<file path="config.mk">
export PLATFORM = sky130hd
export DESIGN_NAME = ccr_ctrl
export DESIGN_NICKNAME = d
export VERILOG_FILES = /design/src/hdl/ccr_pkg.sv /design/src/hdl/ccr_ctrl.sv
export SDC_FILE = /design/constraint.sdc
export NUM_CORES = 1
export LEC_CHECK = 0
export ABC_AREA = 1
export BUFFER_PORTS_ARGS = -buffer_cell sky130_fd_sc_hd__buf_2
export CAP_MARGIN = 10
export CORE_MARGIN = 2
export CORE_UTILIZATION = 44
export DETAILED_ROUTE_END_ITERATION = 16
export GPL_TIMING_DRIVEN = 0
export PLACE_DENSITY = 0.69
export SKIP_CTS_REPAIR_TIMING = 1
export SLEW_MARGIN = 0
export SYNTH_ARGS = -nofsm -noshare
export SYNTH_HDL_FRONTEND = slang
export SYNTH_SLANG_ARGS = --single-unit
</file>
<file path="constraint.sdc">
create_clock -name clock -period 4.1 [get_ports clock]
set_input_delay 0.615 -clock clock [delete_from_list [all_inputs] [get_ports clock]]
set_output_delay 0.615 -clock clock [all_outputs]
set_load 0.005 [all_outputs]
</file>
<file path="src/hdl/ccr_pkg.sv">
// Shared types, constants and helpers for the closed Catmull-Rom evaluator.
`timescale 1ns / 1ps
package ccr_pkg;

   localparam int DEF_MAX_POINTS = 16;
   localparam int NUM_W = 49;                 // divider numerator width
   localparam int DEN_W = 35;                 // divider denominator width
   localparam logic [30:0] GAP_RESET = 31'd32768;
   localparam logic [16:0] SCALE_RESET = 17'd58982;

   typedef enum logic {
      CMD_ADD  = 1'b0,
      CMD_EVAL = 1'b1
   } command_type;

   typedef enum logic {
      CSR_GAP   = 1'b0,
      CSR_SCALE = 1'b1
   } csr_type;

   typedef enum logic [1:0] {
      ST_OK   = 2'd0,
      ST_FULL = 2'd1,
      ST_FEW  = 2'd2
   } status_type;

   typedef enum logic [4:0] {
      OP_NONE,
      OP_ACCEPT,
      OP_RD,
      OP_TZERO,
      OP_DIV_SLOPE,
      OP_SAVE_SLOPE,
      OP_TMUL,
      OP_TWR,
      OP_LOOP,
      OP_DIV_MOD,
      OP_MOD_SAVE,
      OP_SHIFT,
      OP_SEG,
      OP_DIV_U,
      OP_U_SAVE,
      OP_PREP,
      OP_MUL,
      OP_MWB,
      OP_ACC,
      OP_RESULT
   } op_type;

   typedef enum logic [3:0] {
      MS_A,
      MS_U2,
      MS_U3,
      MS_SU,
      MS_SU2,
      MS_B,
      MS_C,
      MS_E,
      MS_F
   } mstep_type;

   typedef struct packed {
      op_type    op;
      logic [1:0] slot;
      logic      sel_next;
      logic      wrap;
      logic      close;
      logic      coord;
      logic      first;
      logic      store;
      mstep_type mstep;
   } cmd_type;

   typedef struct packed {
      logic div_done;
      logic hit;
      logic dz;
      logic loop_pos;
   } stat_type;

   function automatic logic signed [31:0] sat32(input logic signed [63:0] v);
      if (v > 64'sd2147483647) return 32'sh7fffffff;
      else if (v < -64'sd2147483648) return 32'sh80000000;
      else return v[31:0];
   endfunction

endpackage

</file>
<file path="src/hdl/ccr_ctrl.sv">
// Controller: sequences add, tangent refresh, loop wrap, segment search and evaluation.
`timescale 1ns / 1ps
module ccr_ctrl #(
   parameter int MAX_POINTS = 16,
   parameter int AW = $clog2(MAX_POINTS)
) (
   input  logic                 clock,
   input  logic                 reset,
   input  logic                 req_tvalid,
   input  logic                 req_cmd,
   output logic                 req_tready,
   input  logic                 rsp_tready,
   output logic                 rsp_tvalid,
   output logic [1:0]           rsp_status,
   input  ccr_pkg::stat_type    stat,
   output ccr_pkg::cmd_type     cmd,
   output logic [AW-1:0]        addr
);
   import ccr_pkg::*;

   localparam int CW = $clog2(MAX_POINTS + 1);

   typedef enum logic [4:0] {
      S_IDLE, S_TZERO, S_TRDA, S_TRDB, S_TRDC, S_TDIVN, S_TWAITN, S_TDIVP, S_TWAITP,
      S_TMUL, S_TWR, S_ERDL, S_ELOOP, S_EMOD, S_EMODW, S_ES0, S_ESB, S_ECMP, S_ECA,
      S_ECB, S_ESEG, S_EU, S_EUW, S_EPREP, S_EMUL, S_EMWB, S_EACC, S_FIN
   } state_type;

   state_type   state_ff;
   logic [CW-1:0] count_ff;
   logic [AW-1:0] idx_ff;
   logic        close_ff, coord_ff, rsp_valid_ff;
   mstep_type   step_ff;
   status_type  code_ff, rsp_status_ff;
   logic [AW-1:0] last, prv, nxt;
   logic        full, few, out_free;

   assign last     = AW'(count_ff - CW'(1));
   assign prv      = (idx_ff == '0) ? last : idx_ff - AW'(1);
   assign nxt      = (idx_ff == last) ? '0 : idx_ff + AW'(1);
   assign full     = (count_ff == CW'(MAX_POINTS));
   assign few      = (count_ff < CW'(2));
   assign out_free = !rsp_valid_ff || rsp_tready;

   always_comb begin
      cmd = '0;
      cmd.op = OP_NONE;
      cmd.mstep = step_ff;
      cmd.close = close_ff;
      cmd.coord = coord_ff;
      addr = '0;
      case (state_ff)
         S_IDLE: begin
            if (req_tvalid) begin
               cmd.op    = OP_ACCEPT;
               cmd.first = (count_ff == '0);
               cmd.store = (req_cmd == CMD_ADD) && !full;
               addr      = AW'(count_ff);
            end
         end
         S_TZERO: cmd.op = OP_TZERO;
         S_TRDA: begin cmd.op = OP_RD; cmd.slot = 2'd0; addr = prv; end
         S_TRDB: begin cmd.op = OP_RD; cmd.slot = 2'd1; addr = idx_ff; end
         S_TRDC: begin cmd.op = OP_RD; cmd.slot = 2'd2; addr = nxt; end
         S_TDIVN: begin
            cmd.op = OP_DIV_SLOPE; cmd.sel_next = 1'b1; cmd.wrap = (idx_ff == last);
         end
         S_TWAITN: begin
            cmd.sel_next = 1'b1; cmd.wrap = (idx_ff == last);
            if (stat.div_done) cmd.op = OP_SAVE_SLOPE;
         end
         S_TDIVP: begin cmd.op = OP_DIV_SLOPE; cmd.wrap = (idx_ff == '0); end
         S_TWAITP: begin
            cmd.wrap = (idx_ff == '0);
            if (stat.div_done) cmd.op = OP_SAVE_SLOPE;
         end
         S_TMUL: cmd.op = OP_TMUL;
         S_TWR: begin cmd.op = OP_TWR; addr = idx_ff; end
         S_ERDL: begin cmd.op = OP_RD; cmd.slot = 2'd0; addr = last; end
         S_ELOOP: cmd.op = OP_LOOP;
         S_EMOD: if (stat.loop_pos) cmd.op = OP_DIV_MOD;
         S_EMODW: if (stat.div_done) cmd.op = OP_MOD_SAVE;
         S_ES0: begin cmd.op = OP_RD; cmd.slot = 2'd0; addr = '0; end
         S_ESB: begin cmd.op = OP_RD; cmd.slot = 2'd1; addr = idx_ff + AW'(1); end
         S_ECMP: if (!stat.hit) cmd.op = OP_SHIFT;
         S_ECA: begin cmd.op = OP_RD; cmd.slot = 2'd0; addr = last; end
         S_ECB: begin cmd.op = OP_RD; cmd.slot = 2'd1; addr = '0; end
         S_ESEG: cmd.op = OP_SEG;
         S_EU: if (!stat.dz) cmd.op = OP_DIV_U;
         S_EUW: if (stat.div_done) cmd.op = OP_U_SAVE;
         S_EPREP: cmd.op = OP_PREP;
         S_EMUL: cmd.op = OP_MUL;
         S_EMWB: cmd.op = OP_MWB;
         S_EACC: cmd.op = OP_ACC;
         S_FIN: if (out_free) cmd.op = OP_RESULT;
         default: ;
      endcase
   end

   always_ff @(posedge clock) begin
      if (reset) begin
         state_ff      <= S_IDLE;
         count_ff      <= '0;
         idx_ff        <= '0;
         close_ff      <= 1'b0;
         coord_ff      <= 1'b0;
         step_ff       <= MS_A;
         code_ff       <= ST_OK;
         rsp_valid_ff  <= 1'b0;
         rsp_status_ff <= ST_OK;
      end else begin
         if (rsp_tready) rsp_valid_ff <= 1'b0;
         case (state_ff)
            S_IDLE: begin
               if (req_tvalid) begin
                  idx_ff   <= '0;
                  close_ff <= 1'b0;
                  coord_ff <= 1'b0;
                  code_ff  <= ST_OK;
                  if (req_cmd == CMD_ADD) begin
                     if (full) begin
                        code_ff  <= ST_FULL;
                        state_ff <= S_FIN;
                     end else begin
                        count_ff <= count_ff + CW'(1);
                        state_ff <= (count_ff == '0) ? S_TZERO : S_TRDA;
                     end
                  end else if (few) begin
                     code_ff  <= ST_FEW;
                     state_ff <= S_FIN;
                  end else begin
                     state_ff <= S_ERDL;
                  end
               end
            end
            S_TZERO: state_ff <= S_FIN;
            S_TRDA: state_ff <= S_TRDB;
            S_TRDB: state_ff <= S_TRDC;
            S_TRDC: state_ff <= S_TDIVN;
            S_TDIVN: state_ff <= S_TWAITN;
            S_TWAITN: if (stat.div_done) state_ff <= S_TDIVP;
            S_TDIVP: state_ff <= S_TWAITP;
            S_TWAITP: if (stat.div_done) state_ff <= S_TMUL;
            S_TMUL: state_ff <= S_TWR;
            S_TWR: begin
               if (idx_ff == last) begin
                  state_ff <= S_FIN;
               end else begin
                  idx_ff   <= idx_ff + AW'(1);
                  state_ff <= S_TRDA;
               end
            end
            S_ERDL: state_ff <= S_ELOOP;
            S_ELOOP: state_ff <= S_EMOD;
            S_EMOD: state_ff <= stat.loop_pos ? S_EMODW : S_ES0;
            S_EMODW: if (stat.div_done) state_ff <= S_ES0;
            S_ES0: state_ff <= S_ESB;
            S_ESB: state_ff <= S_ECMP;
            S_ECMP: begin
               if (stat.hit) begin
                  state_ff <= S_ESEG;
               end else if (idx_ff + AW'(1) == last) begin
                  close_ff <= 1'b1;
                  state_ff <= S_ECA;
               end else begin
                  idx_ff   <= idx_ff + AW'(1);
                  state_ff <= S_ESB;
               end
            end
            S_ECA: state_ff <= S_ECB;
            S_ECB: state_ff <= S_ESEG;
            S_ESEG: state_ff <= S_EU;
            S_EU: state_ff <= stat.dz ? S_EPREP : S_EUW;
            S_EUW: if (stat.div_done) state_ff <= S_EPREP;
            S_EPREP: begin
               step_ff  <= MS_A;
               state_ff <= S_EMUL;
            end
            S_EMUL: state_ff <= S_EMWB;
            S_EMWB: begin
               if (step_ff == MS_F || (step_ff == MS_A && stat.dz)) begin
                  state_ff <= S_EACC;
               end else begin
                  step_ff  <= mstep_type'(step_ff + 4'd1);
                  state_ff <= S_EMUL;
               end
            end
            S_EACC: begin
               if (coord_ff) begin
                  state_ff <= S_FIN;
               end else begin
                  coord_ff <= 1'b1;
                  state_ff <= S_EPREP;
               end
            end
            S_FIN: begin
               if (out_free) begin
                  rsp_valid_ff  <= 1'b1;
                  rsp_status_ff <= code_ff;
                  state_ff      <= S_IDLE;
               end
            end
            default: state_ff <= S_IDLE;
         endcase
      end
   end

   assign req_tready = (state_ff == S_IDLE);
   assign rsp_tvalid = rsp_valid_ff;
   assign rsp_status = rsp_status_ff;
endmodule

</file>
==> flow_summary_export.csv, run 1 <==
group,metric,value,unit
sta,finalHoldViolCount,0,
grt,track_usage,24.7,%
final_layout,nFillCells,607,
sta,finalCritPeriodShare,75.7,%
sta,fin_skew,2.76,ps
grt,grt-busiest-layer,"met2",
floorplan,dieArea,6130,um2
yosys,synth_seq_cells,25,
sta,fin_crit,3100,ps
clocking,cts_buffer_depth,2,
yosys,synth_area,2430,um2
sta,finalWorstSetupSlack,997,ps
detailed_routing,wl_per_cell,14.0,um
detailed_routing,vias,2786,
yosys,synth_cell_types,46,
detailed_routing,first_pass_iters,5,
detailed_routing,drt-initial-drc-count,299,
clocking,clock_sinks,25,
grt,use_met2,38.6,%
final_layout,final_core_util,50.5,%
setup_path,path_max_fanout,7,
power,p_per_area,562,nW/um2
detailed_routing,wl,7.32,mm
yosys,yosysTopAreaCell,"dfxtp_1",
placement,place_area,2680,um2
yosys,yosysWarnings,0,
clocking,cts_buffers,3,
clocking,cts_tree,"yes",
floorplan,die_w,78.3,um
placement,preCtsSetupSlack,1310,ps
clocking,clk_pin_slew,80,ps
yosys,avgSynthCellArea,5.89,um2
detailed_routing,via_per_inst,5.35,
power,power,1.53,mW
final_layout,final_area,2730,um2
placement,io_buffers,33,
clocking,ctsRootBufferMaster,"clkbuf_8",
sta,rsz0062_at_grt,"no",
yosys,synth_nets,427,
yosys,synth_cells,412,
floorplan,initial_core_util,44.9,%
yosys,yosysSeqAreaShare,20.6,%
sta,maxSlewHeadroom,68.1,%
sta,max_clock_freq,322,MHz
hold_path,hp-class,"reg -> reg",
clocking,clk_latency,260,ps
power,irDropWorstVdd,424,uV
grt,grt_max_degree,14,
grt,grt_overflow,0,
power,p_leak,1.40,nW
detailed_routing,post-route-drc-count,0,
setup_path,cp.required,3480,ps
floorplan,core,5410,um2
grt,met3_usage,1.03,%
final_layout,diodes,0,
grt,grt_first_pass_wirelength,12.3,mm
yosys,synth_top_area_share,20.6,%
grt,grt_pass1_vias,2630,
yosys,synth_ff_type,"dfxtp_1",
yosys,synthTopCellsByArea,"dfxtp_1, nand2_1, nor2_1",
grt,grtUsageMet1,36.8,%
sta,setup_violations,0,
clocking,htree_num_levels,1,
placement,routabilityCongestion,1.01,
final_layout,drive_above_1_share,18.0,%
grt,antenna_found_initial,0,
final_layout,area_growth,12.4,%
floorplan,die_y,78.3,um
floorplan,io_pins,34,
job,maxCapViolCount,0,
placement,hpwl,5.88,mm
yosys,synth-edff-count,0,
setup_path,crit_type,"reg -> out",
final_layout,final_nets,465,
detailed_routing,final_antenna_net_count,0,
sta,tns,0,ps
run_status,status,"complete, no violations",
setup_path,end_kind,"output port",
setup_path,startpoint_type,"register",
floorplan,rows,27,
sta,drv_slew,0,
setup_path,worstPathArrival,2490,ps
sta,worstMarginPinSlew,474,ps
yosys,ys_async_sr_fraction,0,%
==> cell usage in the layout (no fill, tap or decap), types with 4 or more instances in the layout <==
| cell type | synthesis | layout |
|---|---|---|
| nor3_1 | 9 | 9 |
| nor2_4 | 5 | 5 |
| nand2_1 | 114 | 114 |
| nand2_2 | 9 | 9 |
| dfxtp_1 | 25 | 25 |
| nand3_1 | 35 | 35 |
| o21ai_0 | 20 | 20 |
| inv_1 | 38 | 38 |
| nand3_2 | 4 | 4 |
| inv_2 | 5 | 5 |
| nand4_1 | 7 | 7 |
| buf_2 | 4 | 37 |
| a21oi_1 | 23 | 23 |
| nor2_1 | 62 | 62 |
| ha_1 | 6 | 6 |
| nor2_2 | 4 | 4 |
==> cells in the mapped netlist (2+ instances only) <==
master / count
nor2_4: 5
o21ai_0: 20
a21oi_2: 2
buf_2: 4
dfxtp_1: 25
buf_4: 2
nor4_1: 3
o211ai_1: 3
nand3_1: 35
nand3_2: 4
a21oi_1: 23
xor2_1: 3
nor2_1: 62
nand2_1: 114
nand4_1: 7
inv_2: 5
nand2_2: 9
inv_1: 38
nor2_2: 4
nor3_1: 9
ha_1: 6
nand3b_1: 3
o22ai_1: 3
==> layout make-up <==
type	instances	area [um2]	share of cell area, %
inverters	44	168	6.14
multi-input cells	334	1710	62.6
clock buffers	4	45.0	1.65
flip-flops and latches	25	500	18.3
plain buffers	9	51.3	1.88
well taps	72	90.1	3.30
repair buffers	33	165	6.05
==> path summary, 6_finish.rpt <==
path / slack (ps) / cells after the start / start / to
hold reg to reg: 460 / 2 / rsp_status[0]$_SDFFE_PP0P_ / rsp_status[0]$_SDFFE_PP0P_
setup / recovery: 1000 / 9 / count_ff[0]$_SDFFE_PP0P_ / addr[1]
hold / removal: 460 / 2 / rsp_status[0]$_SDFFE_PP0P_ / rsp_status[0]$_SDFFE_PP0P_
setup reg to reg: 1820 / 10 / count_ff[0]$_SDFFE_PP0P_ / idx_ff[2]$_SDFFE_PP0P_
==> worst max-delay path, stage by stage, from the launching register on <==
cell and delay (ps):
dfxtp_1 520, inv_1 230, ha_1 450, xor2_1 170
nand2_1 80, nor2_2 190, nand2_1 110, o21ai_0 220
o21ai_0 100, buf_2 140
==> state kept, by name, summed over array words and instances, names as in the netlist, 2 cells and up <==
name	cells
code_ff	2
count_ff	5
idx_ff	4
rsp_status	2
state_ff	5
step_ff	4
==> metal layers <==
layer | vias to the layer above | share of wire, %
met1 | 1245 | 50
li1 | 1429 | -
met2 | 102 | 42
met4 | 0 | 1.6
met5 | - | 0
met3 | 10 | 6.3
==> through the flow <==
step / hold WS (ps) / cells
6_report: 462 / 521
5_1_grt: 495 / 521
4_1_cts: 468 / 521
3_5_place_dp: 454 / 517
3_3_place_gp: 453 / 517
2_1_floorplan: 442 / 412
==> where the power goes <==
part	internal (mW)	total (mW)	leakage (nW)	switching (mW)
clock	0.0693	0.144	0.0228	0.0744
combinational	0.364	1.04	1.17	0.677
sequential	0.287	0.348	0.204	0.0607
total	0.720	1.53	1.40	0.813
==> cell families after synthesis <==
kind of cell / after synthesis / share of synthesized area [%]
simple gates: 263 / 51.0
buf+inv: 53 / 9.02
xor+xnor: 4 / 1.44
fa+ha+maj: 6 / 3.09
flops: 25 / 20.6
compound gates: 61 / 14.9
(Power assumes the default switching activity.)
==> run 2, diff against run 1 <==
- ABC_AREA: 1 -> 0
- clock period: 4.1 -> 3.16 ns (I/O delays scaled with it)
==> run 2 against run 1 <==
  * Global-route usage decreased by 0.88 points
  * Sequential share of layout area increased by 0.57 points
  * Largest power group unchanged
  * Wire length decreased by 4.9%
==> flow_summary_export.csv, run 2 <==
group,metric,value,unit
detailed_routing,post-route-drc-count,0,
clocking,cts_buffer_depth,2,
yosys,synth_seq_cells,25,
sta,maxSlewHeadroom,62.4,%
detailed_routing,drt-initial-drc-count,284,
grt,antenna_found_initial,0,
placement,place_area,2600,um2
yosys,synth_ff_type,"dfxtp_1",
final_layout,area_growth,12.7,%
final_layout,final_nets,387,
floorplan,io_pins,34,
yosys,ys_async_sr_fraction,0,%
setup_path,path_buf_inv,3,
floorplan,core,5140,um2
setup_path,ff2ff_path_depth,9,
final_layout,layout.area.seq,500,um2
floorplan,die_w,77.1,um
placement,io_buffers,33,
grt,grt_overflow,0,
sta,finalHoldViolCount,0,
clocking,cts_tree,"yes",
yosys,synthTopCellsByCount,"nor2_1, a21oi_1, nand2_1",
yosys,synth_area,2350,um2
final_layout,final_core_util,51.5,%
yosys,synth_top_area_share,21.3,%
placement,preCtsSetupSlack,690,ps
setup_path,cp.required,2690,ps
yosys,synth-edff-count,0,
setup_path,cp_num_cells,10,
floorplan,dieArea,5940,um2
sta,rsz0062_at_grt,"no",
clocking,cts_buffers,3,
sta,max_clock_freq,357,MHz
yosys,yosysWarnings,0,
run_status,status,"complete, no violations",
grt,grt_first_pass_wirelength,11.5,mm
sta,worstMarginPinSlew,564,ps
floorplan,rows,26,
hold_path,holdPathStages,2,
setup_path,slowest_delay,340,ps
yosys,synth_cells,334,
final_layout,final_cells,441,
power,p_per_area,777,nW/um2
power,irDropWorstVdd,301,uV
setup_path,path_max_fanout,7,
sta,setup_violations,0,
detailed_routing,wl,6.96,mm
yosys,synth_cell_types,59,
final_layout,diodes,0,
sta,fin_skew,6.20,ps
clocking,clock_sinks,25,
grt,grt_pass1_vias,2326,
placement,dp.cells,437,
sta,hold_slack,462,ps
final_layout,layout.cells.most_common,"buf_2",
final_layout,layout_common_cells,"buf_2, nor2_1, a21oi_1, nand2_1, dfxtp_1",
sta,finalWorstSetupSlack,356,ps
power,p_leak,1.07,nW
floorplan,die_y,77.1,um
hold_path,hp-class,"reg -> reg",
detailed_routing,vias,2579,
clocking,clk_pin_slew,100,ps
final_layout,nFillCells,562,
sta,drv_slew,0,
setup_path,worstPathArrival,2330,ps
setup_path,end_kind,"output port",
power,power,2.06,mW
yosys,yosysTopAreaCell,"dfxtp_1",
clocking,ctsRootBufferMaster,"clkbuf_8",
floorplan,initial_core_util,45.7,%
clocking,clk_latency,280,ps
yosys,synthTopCellsByArea,"dfxtp_1, a21oi_1, nor2_1",
detailed_routing,via_per_inst,5.85,
grt,grt_max_degree,14,
sta,tns,0,ps
detailed_routing,wl_per_cell,15.8,um
final_layout,drive_above_1_share,16.4,%
detailed_routing,final_antenna_net_count,0,
sta,finalCritPeriodShare,88.7,%
setup_path,path_cells,"buf_2, inv_1, ha_1, xnor2_2, xnor2_1, o31ai_1, a21oi_1, a21oi_1, o211ai_1, buf_2",
setup_path,cpLargestDelayFamily,"compound AO/OA/AOI/OAI gates",
grt,track_usage,23.8,%
placement,hpwl,5.23,mm
final_layout,multi_input_area,1650,um2
final_layout,final_area,2650,um2
setup_path,crit_type,"reg -> out",
detailed_routing,first_pass_iters,9,
setup_path,startpoint_type,"register",
sta,fin_crit,2800,ps
job,maxCapViolCount,0,
placement,routabilityCongestion,0.972,
clocking,htree_num_levels,1,
yosys,yosysMostFrequentCell,"nor2_1",
yosys,avgSynthCellArea,7.03,um2
yosys,yosysSeqAreaShare,21.3,%
setup_path,cp_slowest_cell,"dfxtp_1",
yosys,synth_nets,349,
final_layout,reg.largest.list,"count_ff (5), state_ff (5)",
run 2: layout make-up:
class / count / share of cell area, %
Multi-Input combinational cell: 266 / 62.3
Tap cell: 70 / 3.31
Clock buffer: 4 / 1.70
Inverter: 15 / 2.13
Sequential cell: 25 / 18.9
Timing Repair Buffer: 33 / 6.24
Buffer: 28 / 5.44
run 2: path summary, 6_finish.rpt:
path / startpoint / endpoint / slack [ps]
min: code_ff[0]$_SDFFE_PP0P_ / code_ff[0]$_SDFFE_PP0P_ / 460
max: count_ff[0]$_SDFFE_PP0P_ / addr[1] / 360
max reg2reg: count_ff[0]$_SDFFE_PP0P_ / idx_ff[2]$_SDFFE_PP0P_ / 930
min reg2reg: code_ff[0]$_SDFFE_PP0P_ / code_ff[0]$_SDFFE_PP0P_ / 460
run 2: worst register-to-register path, delay by kind of cell, from the launching register on:
kind / cells / cell delay (ps)
XOR/XNOR: 2 / 370
adder cells (fa/ha/maj): 1 / 270
buffers and inverters: 2 / 270
flip-flops: 1 / 340
multiplexers: 1 / 210
AND/OR/NAND/NOR: 3 / 710
run 2: kinds of logic (layout without fill, tap and decap cells):
logic type,Yosys count,count (layout),synth area share [%]
muxes,8,8,3.41
adders and majority gates,6,6,3.20
and+or+nand+nor,139,139,30.4
AOI/OAI and AO/OA,93,93,25.4
DFF,25,25,21.3
buffers and inverters,43,80,8.52
xor gates and xnor gates,20,20,7.78
run 2: where the power goes:
group	switching [mW]	internal [mW]	total, mW
sequential	0.0327	0.352	0.385
combinational	0.919	0.547	1.47
clock	0.114	0.0907	0.205
run 2: per-layer routing:
| metal | track usage (%) | up-vias | share of wire, % |
|---|---|---|---|
| li1 | - | 1259 | - |
| met1 | 33.8 | 1168 | 45 |
| met3 | 3.29 | 11 | 8.9 |
| met5 | 0 | - | 0 |
| met4 | 7.50 | 0 | 1.6 |
| met2 | 37.4 | 141 | 44 |
